**config.mk**
```make
export PLATFORM = sky130hd
export DESIGN_NAME = lens_pixel_shade
export DESIGN_NICKNAME = d
export VERILOG_FILES = /design/src/hdl/lpshd_pkg.sv /design/src/hdl/lens_pixel_shade.sv
export SDC_FILE = /design/constraint.sdc
export NUM_CORES = 2
export LEC_CHECK = 0
export ABC_CLOCK_PERIOD_IN_PS = 10900
export BUFFER_PORTS_ARGS = -buffer_cell sky130_fd_sc_hd__buf_2
export CORE_ASPECT_RATIO = 1.5
export CORE_MARGIN = 8
export CORE_UTILIZATION = 40
export CTS_CLUSTER_DIAMETER = 200
export DETAILED_ROUTE_END_ITERATION = 10
export GPL_ROUTABILITY_DRIVEN = 0
export PLACE_DENSITY = 0.54
export SLEW_MARGIN = 0
export SYNTH_ARGS = -nofsm -noshare
export SYNTH_HDL_FRONTEND = slang
export SYNTH_SLANG_ARGS = --single-unit
```
**constraint.sdc**
```tcl
create_clock -name clk -period 10.9 [get_ports clk]
set_input_delay 0.545 -clock clk [delete_from_list [all_inputs] [get_ports clk]]
set_output_delay 0.545 -clock clk [all_outputs]
set_load 0.02 [all_outputs]
```
**src/hdl/lpshd_pkg.sv**
```systemverilog
// ============================================================================
// lpshd_pkg: shared definitions for the lens pixel shader
// Register indexes, mode flag bit positions, field widths and the screen
// size limit used by the shader datapath and its port checker.
// ============================================================================
package lpshd_pkg;

  // Largest screen dimension in pixels; larger register values are clamped.
  localparam logic [12:0] SCREEN_MAX = 13'd4096;

  // Configuration port geometry.
  localparam int CFG_IDX_W  = 3;
  localparam int CFG_DATA_W = 32;

  // Field widths.
  localparam int POS_W    = 13;
  localparam int SIZE_W   = 13;
  localparam int LENS_W   = 8;
  localparam int OFFSET_W = 27;
  localparam int PIXEL_W  = 32;
  localparam int ADDR_W   = 26;
  localparam int FLAGS_W  = 5;

  // Configuration register indexes.
  typedef enum logic [CFG_IDX_W-1:0] {
    REG_POS_X      = 3'd0,
    REG_POS_Y      = 3'd1,
    REG_WIDTH      = 3'd2,
    REG_HEIGHT     = 3'd3,
    REG_LENS_TINT  = 3'd4,
    REG_RIM_TINT   = 3'd5,
    REG_MODE_FLAGS = 3'd6
  } cfg_reg_t;

  // Bit positions inside mode_flags.
  localparam int FLAG_VISIBLE  = 0;
  localparam int FLAG_TINT     = 1;
  localparam int FLAG_COMP     = 2;
  localparam int FLAG_RIM_TINT = 3;
  localparam int FLAG_RIM_COMP = 4;

endpackage

```
**src/hdl/lens_pixel_shade.sv**
```systemverilog
// ============================================================================
// lens_pixel_shade: per-pixel shading for a screen lens
// Picks the displaced or the direct source pixel, applies the lens or outline
// tint blend and complement, and computes the destination byte address.
// ============================================================================
//
//  Channel | Ports                                     | Handshake
//  --------+-------------------------------------------+---------------------------
//  input   | start, busy, in_*                         | taken when start && !busy
//  result  | out_strobe, out_dest_address, out_pixel   | one-cycle strobe, no stall
//  config  | cfg_we, cfg_index, cfg_data               | written when cfg_we is high
//
// One transaction is accepted every clock; busy is always low.
// A result passes the input register, which the accepting edge loads, then three
// datapath stages (position and products, source select, blend products) and
// the result register that holds the final color and drives the result ports.
// Hidden lenses and clipped pixels travel the pipeline and produce no strobe.
// Reset (rst_n low at a clock edge) empties the pipeline and restores the
// configuration registers; the result side cannot stall the block.

module lens_pixel_shade (
  input  logic                                clk,
  input  logic                                rst_n,
  // Input channel
  input  logic                                start,
  output logic                                busy,
  input  logic [lpshd_pkg::LENS_W-1:0]        in_lens_x,
  input  logic [lpshd_pkg::LENS_W-1:0]        in_lens_y,
  input  logic signed [lpshd_pkg::OFFSET_W-1:0] in_map_offset,
  input  logic                                in_mask,
  input  logic                                in_on_rim,
  input  logic [lpshd_pkg::PIXEL_W-1:0]       in_displaced_pixel,
  input  logic [lpshd_pkg::PIXEL_W-1:0]       in_direct_pixel,
  // Result channel
  output logic                                out_strobe,
  output logic [lpshd_pkg::ADDR_W-1:0]        out_dest_address,
  output logic [lpshd_pkg::PIXEL_W-1:0]       out_pixel,
  // Configuration port
  input  logic                                cfg_we,
  input  logic [lpshd_pkg::CFG_IDX_W-1:0]     cfg_index,
  input  logic [lpshd_pkg::CFG_DATA_W-1:0]    cfg_data
);

  import lpshd_pkg::*;

  // --------------------------------------------------------------------------
  // Configuration registers
  // --------------------------------------------------------------------------
  logic signed [POS_W-1:0] pos_x_r, pos_x_nxt;
  logic signed [POS_W-1:0] pos_y_r, pos_y_nxt;
  logic [SIZE_W-1:0]       width_r, width_nxt;
  logic [SIZE_W-1:0]       height_r, height_nxt;
  logic [PIXEL_W-1:0]      lens_tint_r, lens_tint_nxt;
  logic [PIXEL_W-1:0]      rim_tint_r, rim_tint_nxt;
  logic [FLAGS_W-1:0]      flags_r, flags_nxt;

  // Decode a register write.
  always_comb begin
    pos_x_nxt     = pos_x_r;
    pos_y_nxt     = pos_y_r;
    width_nxt     = width_r;
    height_nxt    = height_r;
    lens_tint_nxt = lens_tint_r;
    rim_tint_nxt  = rim_tint_r;
    flags_nxt     = flags_r;
    if (cfg_we) begin
      case (cfg_reg_t'(cfg_index))
        REG_POS_X:      pos_x_nxt     = $signed(cfg_data[POS_W-1:0]);
        REG_POS_Y:      pos_y_nxt     = $signed(cfg_data[POS_W-1:0]);
        REG_WIDTH:      width_nxt     = cfg_data[SIZE_W-1:0];
        REG_HEIGHT:     height_nxt    = cfg_data[SIZE_W-1:0];
        REG_LENS_TINT:  lens_tint_nxt = cfg_data[PIXEL_W-1:0];
        REG_RIM_TINT:   rim_tint_nxt  = cfg_data[PIXEL_W-1:0];
        REG_MODE_FLAGS: flags_nxt     = cfg_data[FLAGS_W-1:0];
        default:        ;
      endcase
    end
  end

  always_ff @(posedge clk) begin
    if (!rst_n) begin
      pos_x_r     <= '0;
      pos_y_r     <= '0;
      width_r     <= SCREEN_MAX;
      height_r    <= SCREEN_MAX;
      lens_tint_r <= '0;
      rim_tint_r  <= '0;
      flags_r     <= '0;
    end else begin
      pos_x_r     <= pos_x_nxt;
      pos_y_r     <= pos_y_nxt;
      width_r     <= width_nxt;
      height_r    <= height_nxt;
      lens_tint_r <= lens_tint_nxt;
      rim_tint_r  <= rim_tint_nxt;
      flags_r     <= flags_nxt;
    end
  end

  // Effective screen size, clamped to the supported maximum.
  logic [SIZE_W-1:0] scr_w;
  logic [SIZE_W-1:0] scr_h;
  assign scr_w = (width_r  > SCREEN_MAX) ? SCREEN_MAX : width_r;
  assign scr_h = (height_r > SCREEN_MAX) ? SCREEN_MAX : height_r;

  // The block never holds off a transaction.
  assign busy = 1'b0;

  // --------------------------------------------------------------------------
  // Stage 0: input register
  // --------------------------------------------------------------------------
  logic                       s0_valid_r;
  logic [LENS_W-1:0]          s0_lens_x_r;
  logic [LENS_W-1:0]          s0_lens_y_r;
  logic signed [OFFSET_W-1:0] s0_offset_r;
  logic                       s0_mask_r;
  logic                       s0_rim_r;
  logic [PIXEL_W-1:0]         s0_disp_r;
  logic [PIXEL_W-1:0]         s0_direct_r;

  always_ff @(posedge clk) begin
    if (!rst_n) begin
      s0_valid_r <= 1'b0;
    end else begin
      s0_valid_r <= start && !busy;
    end
  end

  always_ff @(posedge clk) begin
    s0_lens_x_r <= in_lens_x;
    s0_lens_y_r <= in_lens_y;
    s0_offset_r <= in_map_offset;
    s0_mask_r   <= in_mask;
    s0_rim_r    <= in_on_rim;
    s0_disp_r   <= in_displaced_pixel;
    s0_direct_r <= in_direct_pixel;
  end

  // --------------------------------------------------------------------------
  // Stage 1: screen position, clipping and the three products
  // --------------------------------------------------------------------------
  logic signed [POS_W:0]   sx;
  logic signed [POS_W:0]   sy;
  logic                    s1_keep_nxt;
  logic [24:0]             s1_row_nxt;   // sy * w for an on-screen row
  logic signed [26:0]      s1_pyw_nxt;   // lens_pos_y * w
  logic [25:0]             s1_maxp_nxt;  // w * (h - 1)
  logic [SIZE_W-1:0]       h_m1;

  always_comb begin
    sx = $signed({6'b0, s0_lens_x_r}) + $signed({pos_x_r[POS_W-1], pos_x_r});
    sy = $signed({6'b0, s0_lens_y_r}) + $signed({pos_y_r[POS_W-1], pos_y_r});
    // A pixel survives only when visible and inside the screen on both axes.
    s1_keep_nxt = s0_valid_r && flags_r[FLAG_VISIBLE]
                  && !sx[POS_W] && (sx[POS_W-1:0] < scr_w)
                  && !sy[POS_W] && (sy[POS_W-1:0] < scr_h);
    s1_row_nxt  = 25'(sy[11:0]) * 25'(scr_w);
    s1_pyw_nxt  = 27'(pos_y_r) * 27'($signed({1'b0, scr_w}));
    h_m1        = scr_h - 13'd1;
    s1_maxp_nxt = 26'(scr_w) * 26'(h_m1);
  end

  logic                       s1_valid_r;
  logic [11:0]                s1_sx_r;
  logic [24:0]                s1_row_r;
  logic signed [26:0]         s1_pyw_r;
  logic [25:0]                s1_maxp_r;
  logic signed [OFFSET_W-1:0] s1_offset_r;
  logic                       s1_mask_r;
  logic                       s1_rim_r;
  logic [PIXEL_W-1:0]         s1_disp_r;
  logic [PIXEL_W-1:0]         s1_direct_r;

  always_ff @(posedge clk) begin
    if (!rst_n) begin
      s1_valid_r <= 1'b0;
    end else begin
      s1_valid_r <= s1_keep_nxt;
    end
  end

  always_ff @(posedge clk) begin
    s1_sx_r     <= sx[11:0];
    s1_row_r    <= s1_row_nxt;
    s1_pyw_r    <= s1_pyw_nxt;
    s1_maxp_r   <= s1_maxp_nxt;
    s1_offset_r <= s0_offset_r;
    s1_mask_r   <= s0_mask_r;
    s1_rim_r    <= s0_rim_r;
    s1_disp_r   <= s0_disp_r;
    s1_direct_r <= s0_direct_r;
  end

  // --------------------------------------------------------------------------
  // Stage 2: displaced address check, source select, shading choice
  // --------------------------------------------------------------------------
  logic signed [26:0]      corner;
  logic signed [29:0]      disp_addr;
  logic signed [29:0]      max_addr;
  logic [24:0]             lin_pos;
  logic [ADDR_W-1:0]       s2_addr_nxt;
  logic [PIXEL_W-1:0]      s2_px_nxt;
  logic [PIXEL_W-1:0]      s2_tint_nxt;
  logic                    s2_blend_nxt;
  logic                    s2_comp_nxt;
  logic                    rim_path;

  always_comb begin
    corner    = s1_pyw_r + 27'(pos_x_r);
    disp_addr = 30'(s1_offset_r) + $signed({corner[26], corner, 2'b00});
    max_addr  = $signed({2'b00, s1_maxp_r, 2'b00});
    s2_px_nxt = ((disp_addr > 30'sd0) && (disp_addr < max_addr)) ? s1_disp_r : s1_direct_r;

    lin_pos     = s1_row_r + 25'(s1_sx_r);
    s2_addr_nxt = {lin_pos[ADDR_W-3:0], 2'b00};

    // Outline shading takes priority over the lens body when enabled.
    rim_path = (flags_r[FLAG_RIM_TINT] || flags_r[FLAG_RIM_COMP]) && s1_rim_r;
    if (rim_path) begin
      s2_tint_nxt  = rim_tint_r;
      s2_blend_nxt = flags_r[FLAG_RIM_TINT];
      s2_comp_nxt  = flags_r[FLAG_RIM_COMP];
    end else begin
      s2_tint_nxt  = lens_tint_r;
      s2_blend_nxt = s1_mask_r && flags_r[FLAG_TINT];
      s2_comp_nxt  = s1_mask_r && flags_r[FLAG_COMP];
    end
  end

  logic                    s2_valid_r;
  logic [ADDR_W-1:0]       s2_addr_r;
  logic [PIXEL_W-1:0]      s2_px_r;
  logic [PIXEL_W-1:0]      s2_tint_r;
  logic                    s2_blend_r;
  logic                    s2_comp_r;

  always_ff @(posedge clk) begin
    if (!rst_n) begin
      s2_valid_r <= 1'b0;
    end else begin
      s2_valid_r <= s1_valid_r;
    end
  end

  always_ff @(posedge clk) begin
    s2_addr_r  <= s2_addr_nxt;
    s2_px_r    <= s2_px_nxt;
    s2_tint_r  <= s2_tint_nxt;
    s2_blend_r <= s2_blend_nxt;
    s2_comp_r  <= s2_comp_nxt;
  end

  // --------------------------------------------------------------------------
  // Stage 3: blend products p*(255-a) + t*a for each color byte
  // --------------------------------------------------------------------------
  logic [7:0]  alpha;
  logic [7:0]  inv_alpha;
  logic [15:0] s3_mix_nxt [3];

  always_comb begin
    alpha     = s2_tint_r[31:24];
    inv_alpha = 8'd255 - alpha;
    for (int k = 0; k < 3; k++) begin
      s3_mix_nxt[k] = 16'(s2_px_r[8*k +: 8]) * 16'(inv_alpha)
                    + 16'(s2_tint_r[8*k +: 8]) * 16'(alpha);
    end
  end

  logic                    s3_valid_r;
  logic [ADDR_W-1:0]       s3_addr_r;
  logic [PIXEL_W-1:0]      s3_px_r;
  logic [15:0]             s3_mix_r [3];
  logic                    s3_blend_r;
  logic                    s3_comp_r;

  always_ff @(posedge clk) begin
    if (!rst_n) begin
      s3_valid_r <= 1'b0;
    end else begin
      s3_valid_r <= s2_valid_r;
    end
  end

  always_ff @(posedge clk) begin
    s3_addr_r  <= s2_addr_r;
    s3_px_r    <= s2_px_r;
    s3_mix_r   <= s3_mix_nxt;
    s3_blend_r <= s2_blend_r;
    s3_comp_r  <= s2_comp_r;
  end

  // --------------------------------------------------------------------------
  // Stage 4: divide by 255, complement, result register
  // --------------------------------------------------------------------------
  // For x <= 65025, floor(x/255) equals (x + 1 + (x >> 8)) >> 8.
  logic [16:0]        quot [3];
  logic [PIXEL_W-1:0] color_nxt;

  always_comb begin
    color_nxt = s3_px_r;
    for (int k = 0; k < 3; k++) begin
      quot[k] = 17'(s3_mix_r[k]) + 17'd1 + 17'(s3_mix_r[k][15:8]);
      if (s3_blend_r) begin
        color_nxt[8*k +: 8] = quot[k][15:8];
      end
    end
    if (s3_comp_r) begin
      color_nxt[23:0] = ~color_nxt[23:0];
    end
  end

  logic                    out_strobe_r;
  logic [ADDR_W-1:0]       out_addr_r;
  logic [PIXEL_W-1:0]      out_pixel_r;

  always_ff @(posedge clk) begin
    if (!rst_n) begin
      out_strobe_r <= 1'b0;
    end else begin
      out_strobe_r <= s3_valid_r;
    end
  end

  always_ff @(posedge clk) begin
    out_addr_r  <= s3_addr_r;
    out_pixel_r <= color_nxt;
  end

  assign out_strobe       = out_strobe_r;
  assign out_dest_address = out_addr_r;
  assign out_pixel        = out_pixel_r;

endmodule

```
==> reports/metrics.yaml <==
status:
  status: "completed"
clock_tree:
  clk_pin_slew_ps: 70
  h-tree-depth: 3
  clock_path_buffers: 3
  numCtsBuffers: 71
  cts.sinks: 669
  cts_tree: "done"
  cts_resized: 0
  clock_latency_ps: 680
  root_buffer: "clkbuf_16"
sta:
  max_slew.worst_pin.slew_ps: 1110
  maxSlewHeadroom_pct: 25.7
  finalSetupTns_ps: 0
  grt_setup_unrepaired: "no"
  clock_skew_ps: 37.8
  setup_slack_ps: 2560
  fmax_mhz: 120
  finalSetupViolations: 0
  finalHoldViolations: 0
  slew_violations: 0
  min_period_ps: 8340
  fin_crit_sh_pct: 76.5
power:
  power.density_nw_per_um2: 186
  power_frac_seq_pct: 27.3
  ir_drop_mv: 0.338
  power.internal_mw: 6.69
  switchingPower_mw: 4.11
  leakage_nw: 27.9
  clkPwrFrac_pct: 23.4
  p_sw_share_pct: 38.0
  combPwrFrac_pct: 49.3
setup_path:
  r2r-start: "height_r[12]"
  cp-end-kind: "flop"
  cpLargestDelayFamily: "compound AO/OA/AOI/OAI gates"
  path_buf_inv: 4
  crit_path_frequent_cell: "fa_1"
  path_max_fanout: 25
  worstPathRequired_ps: 11480
  critPathArrivalTime_ps: 8920
  slowest_delay_ps: 600
  start_kind: "flop"
  path_class: "flop to flop"
  crit_slowest_cell: "clkinv_1"
  cp-startpoint: "height_r[12]"
job:
  maxCapViolCount: 0
final_layout:
  most-common-layout-cells: "inv_1, nand2_1, dfxtp_1"
  regMostFlops: "s3_mix_r"
  area_delta_synth_final_pct: 12.5
  largest_reg_flops: 48
  layout_commonest_cell: "inv_1"
  final_nets: 6942
  drive_gt1_share_pct: 8.42
grt:
  grt_max_degree: 93
  grt_remaining_overflow: 0
  grt_pass1_wl_um: 211000
  antenna_found_initial: 15
  grt_usage_pct: 19.3
  grt_pass1_vias: 38600
place:
  post-place-ws_ps: 2730
  io_buffers: 204
  dp_hpwl_um: 103000
yosys:
  ys_warn_count: 0
  synth-async-reset-ratio_pct: 0
  synth_area_um2: 51500
  synth_flop_cell: "dfxtp_1"
  ys_seq_area_share_pct: 26.0
  synth_cell_types: 71
  avgSynthCellArea_um2: 9.66
  netlist_instances: 5328
  synth_edf_count: 0
  ys_seq_elements: 669
die:
  io_pins: 208
  fp.coreArea_um2: 128000
  die_height_um: 455
  start_util_pct: 40.2
  die_x_um: 309
  rows: 161
  dieArea_um2: 141000
route:
  wire_per_inst_um: 18.2
  vias: 36100
  drt_wl_total_um: 134000
  antenna_left: 0
  drt_iter0_markers: 1543
  drc: 0
  dr.pass1.iters: 5
  viasPerCell: 4.90
worst_hold_path:
  hold_class: "primary input to flop"
  min_from: "start"
==> path summary, 6_finish.rpt <==
kind | endpoint | slack (ps) | cells after the start
hold / removal | s0_valid_r | 80 | 2
setup / recovery | s1_maxp_r[25] | 2560 | 26
hold reg to reg | s1_direct_r[25] | 310 | 0
setup reg to reg | s1_maxp_r[25] | 2560 | 26
==> per-layer routing <==
layer | part of all wire, % | GRT usage [%] | vias to the layer above
li1 | - | - | 17200
met1 | 37 | 21.0 | 17900
met2 | 53 | 36.4 | 732
met3 | 4.0 | 2.39 | 301
met4 | 5.8 | 10.0 | 0
met5 | 0 | 0 | -
==> cell families after synthesis <==
logic type	after synthesis	synth area share (%)
other	1	0.00728
DFF	669	26.0
adders and majority gates	1210	38.8
xor gates and xnor gates	250	4.25
AOI/OAI and AO/OA	579	7.43
muxes	73	1.80
and+or+nand+nor	1535	14.3
buffers and inverters	1011	7.44
==> layout make-up <==
| type | instances | area [um2] |
|---|---|---|
| timing repair buffer | 356 | 2430 |
| fill | 12600 | 70200 |
| antenna | 8 | 20.0 |
| multi-input combinational | 3653 | 34400 |
| clock inverter | 42 | 527 |
| inverter | 833 | 3130 |
| sequential | 669 | 13400 |
| clock buffer | 85 | 1900 |
| tap | 1711 | 2140 |
==> worst reg2reg max path, delay by kind of cell, from the launching register on <==
kind,cells,cell delay [ps]
xor gates and xnor gates,2,640
AOI/OAI and AO/OA,10,2890
adders and majority gates,7,2750
buffers and inverters,4,730
and+or+nand+nor,3,810
DFF,1,470
==> synth_stat cells, types with 8 or more instances <==
master / number / area (um2)
a211oi_1: 21 / 158
nor2b_1: 144 / 901
nand2_1: 685 / 2570
o21bai_1: 34 / 255
a21o_1: 51 / 383
and2_1: 231 / 1450
nand4_1: 13 / 81.3
fa_1: 644 / 12900
a31oi_1: 11 / 68.8
ha_1: 566 / 7080
mux2_4: 30 / 450
nor2_1: 207 / 777
nand2b_1: 113 / 707
dfxtp_1: 669 / 13400
clkbuf_1: 165 / 619
inv_1: 829 / 3110
xor2_1: 82 / 718
or4_1: 8 / 60.1
o21ai_0: 76 / 380
nand3_1: 36 / 180
o21a_1: 45 / 338
xnor2_1: 168 / 1470
or3_1: 11 / 68.8
and3_1: 27 / 169
a21oi_1: 158 / 791
nor3_1: 35 / 175
mux2_2: 38 / 428
a21boi_0: 120 / 901
==> metrics by stage <==
step	total power, mW	hold slack (ps)	cells	util, %	area [um2]
3_3_place_gp	8.32	310	7113	42.4	54400
6_report	10.8	77.5	7357	45.2	57900
2_1_floorplan	7.19	310	5333	-	51500
4_1_cts	11.0	22.3	7349	45.2	57900
3_5_place_dp	8.39	312	7113	42.4	54400
5_1_grt	11.9	57.6	7355	45.2	57900
==> power groups by stage <==
stage / clock network (mW) / logic [mW] / registers [mW]
CTS: 2.63 / 5.45 / 2.96
global placement: 0 / 5.31 / 3.01
finish: 2.52 / 5.33 / 2.95
global route: 2.73 / 6.18 / 2.98
floorplan: 0 / 4.23 / 2.96
detailed placement: 0 / 5.38 / 3.01
==> timing repair <==
action,4_1_cts,5_1_grt
hold buffers,109,0
endpoints found under the hold margin,109,0
buffers inserted,0,0
(Power assumes the default switching activity.)
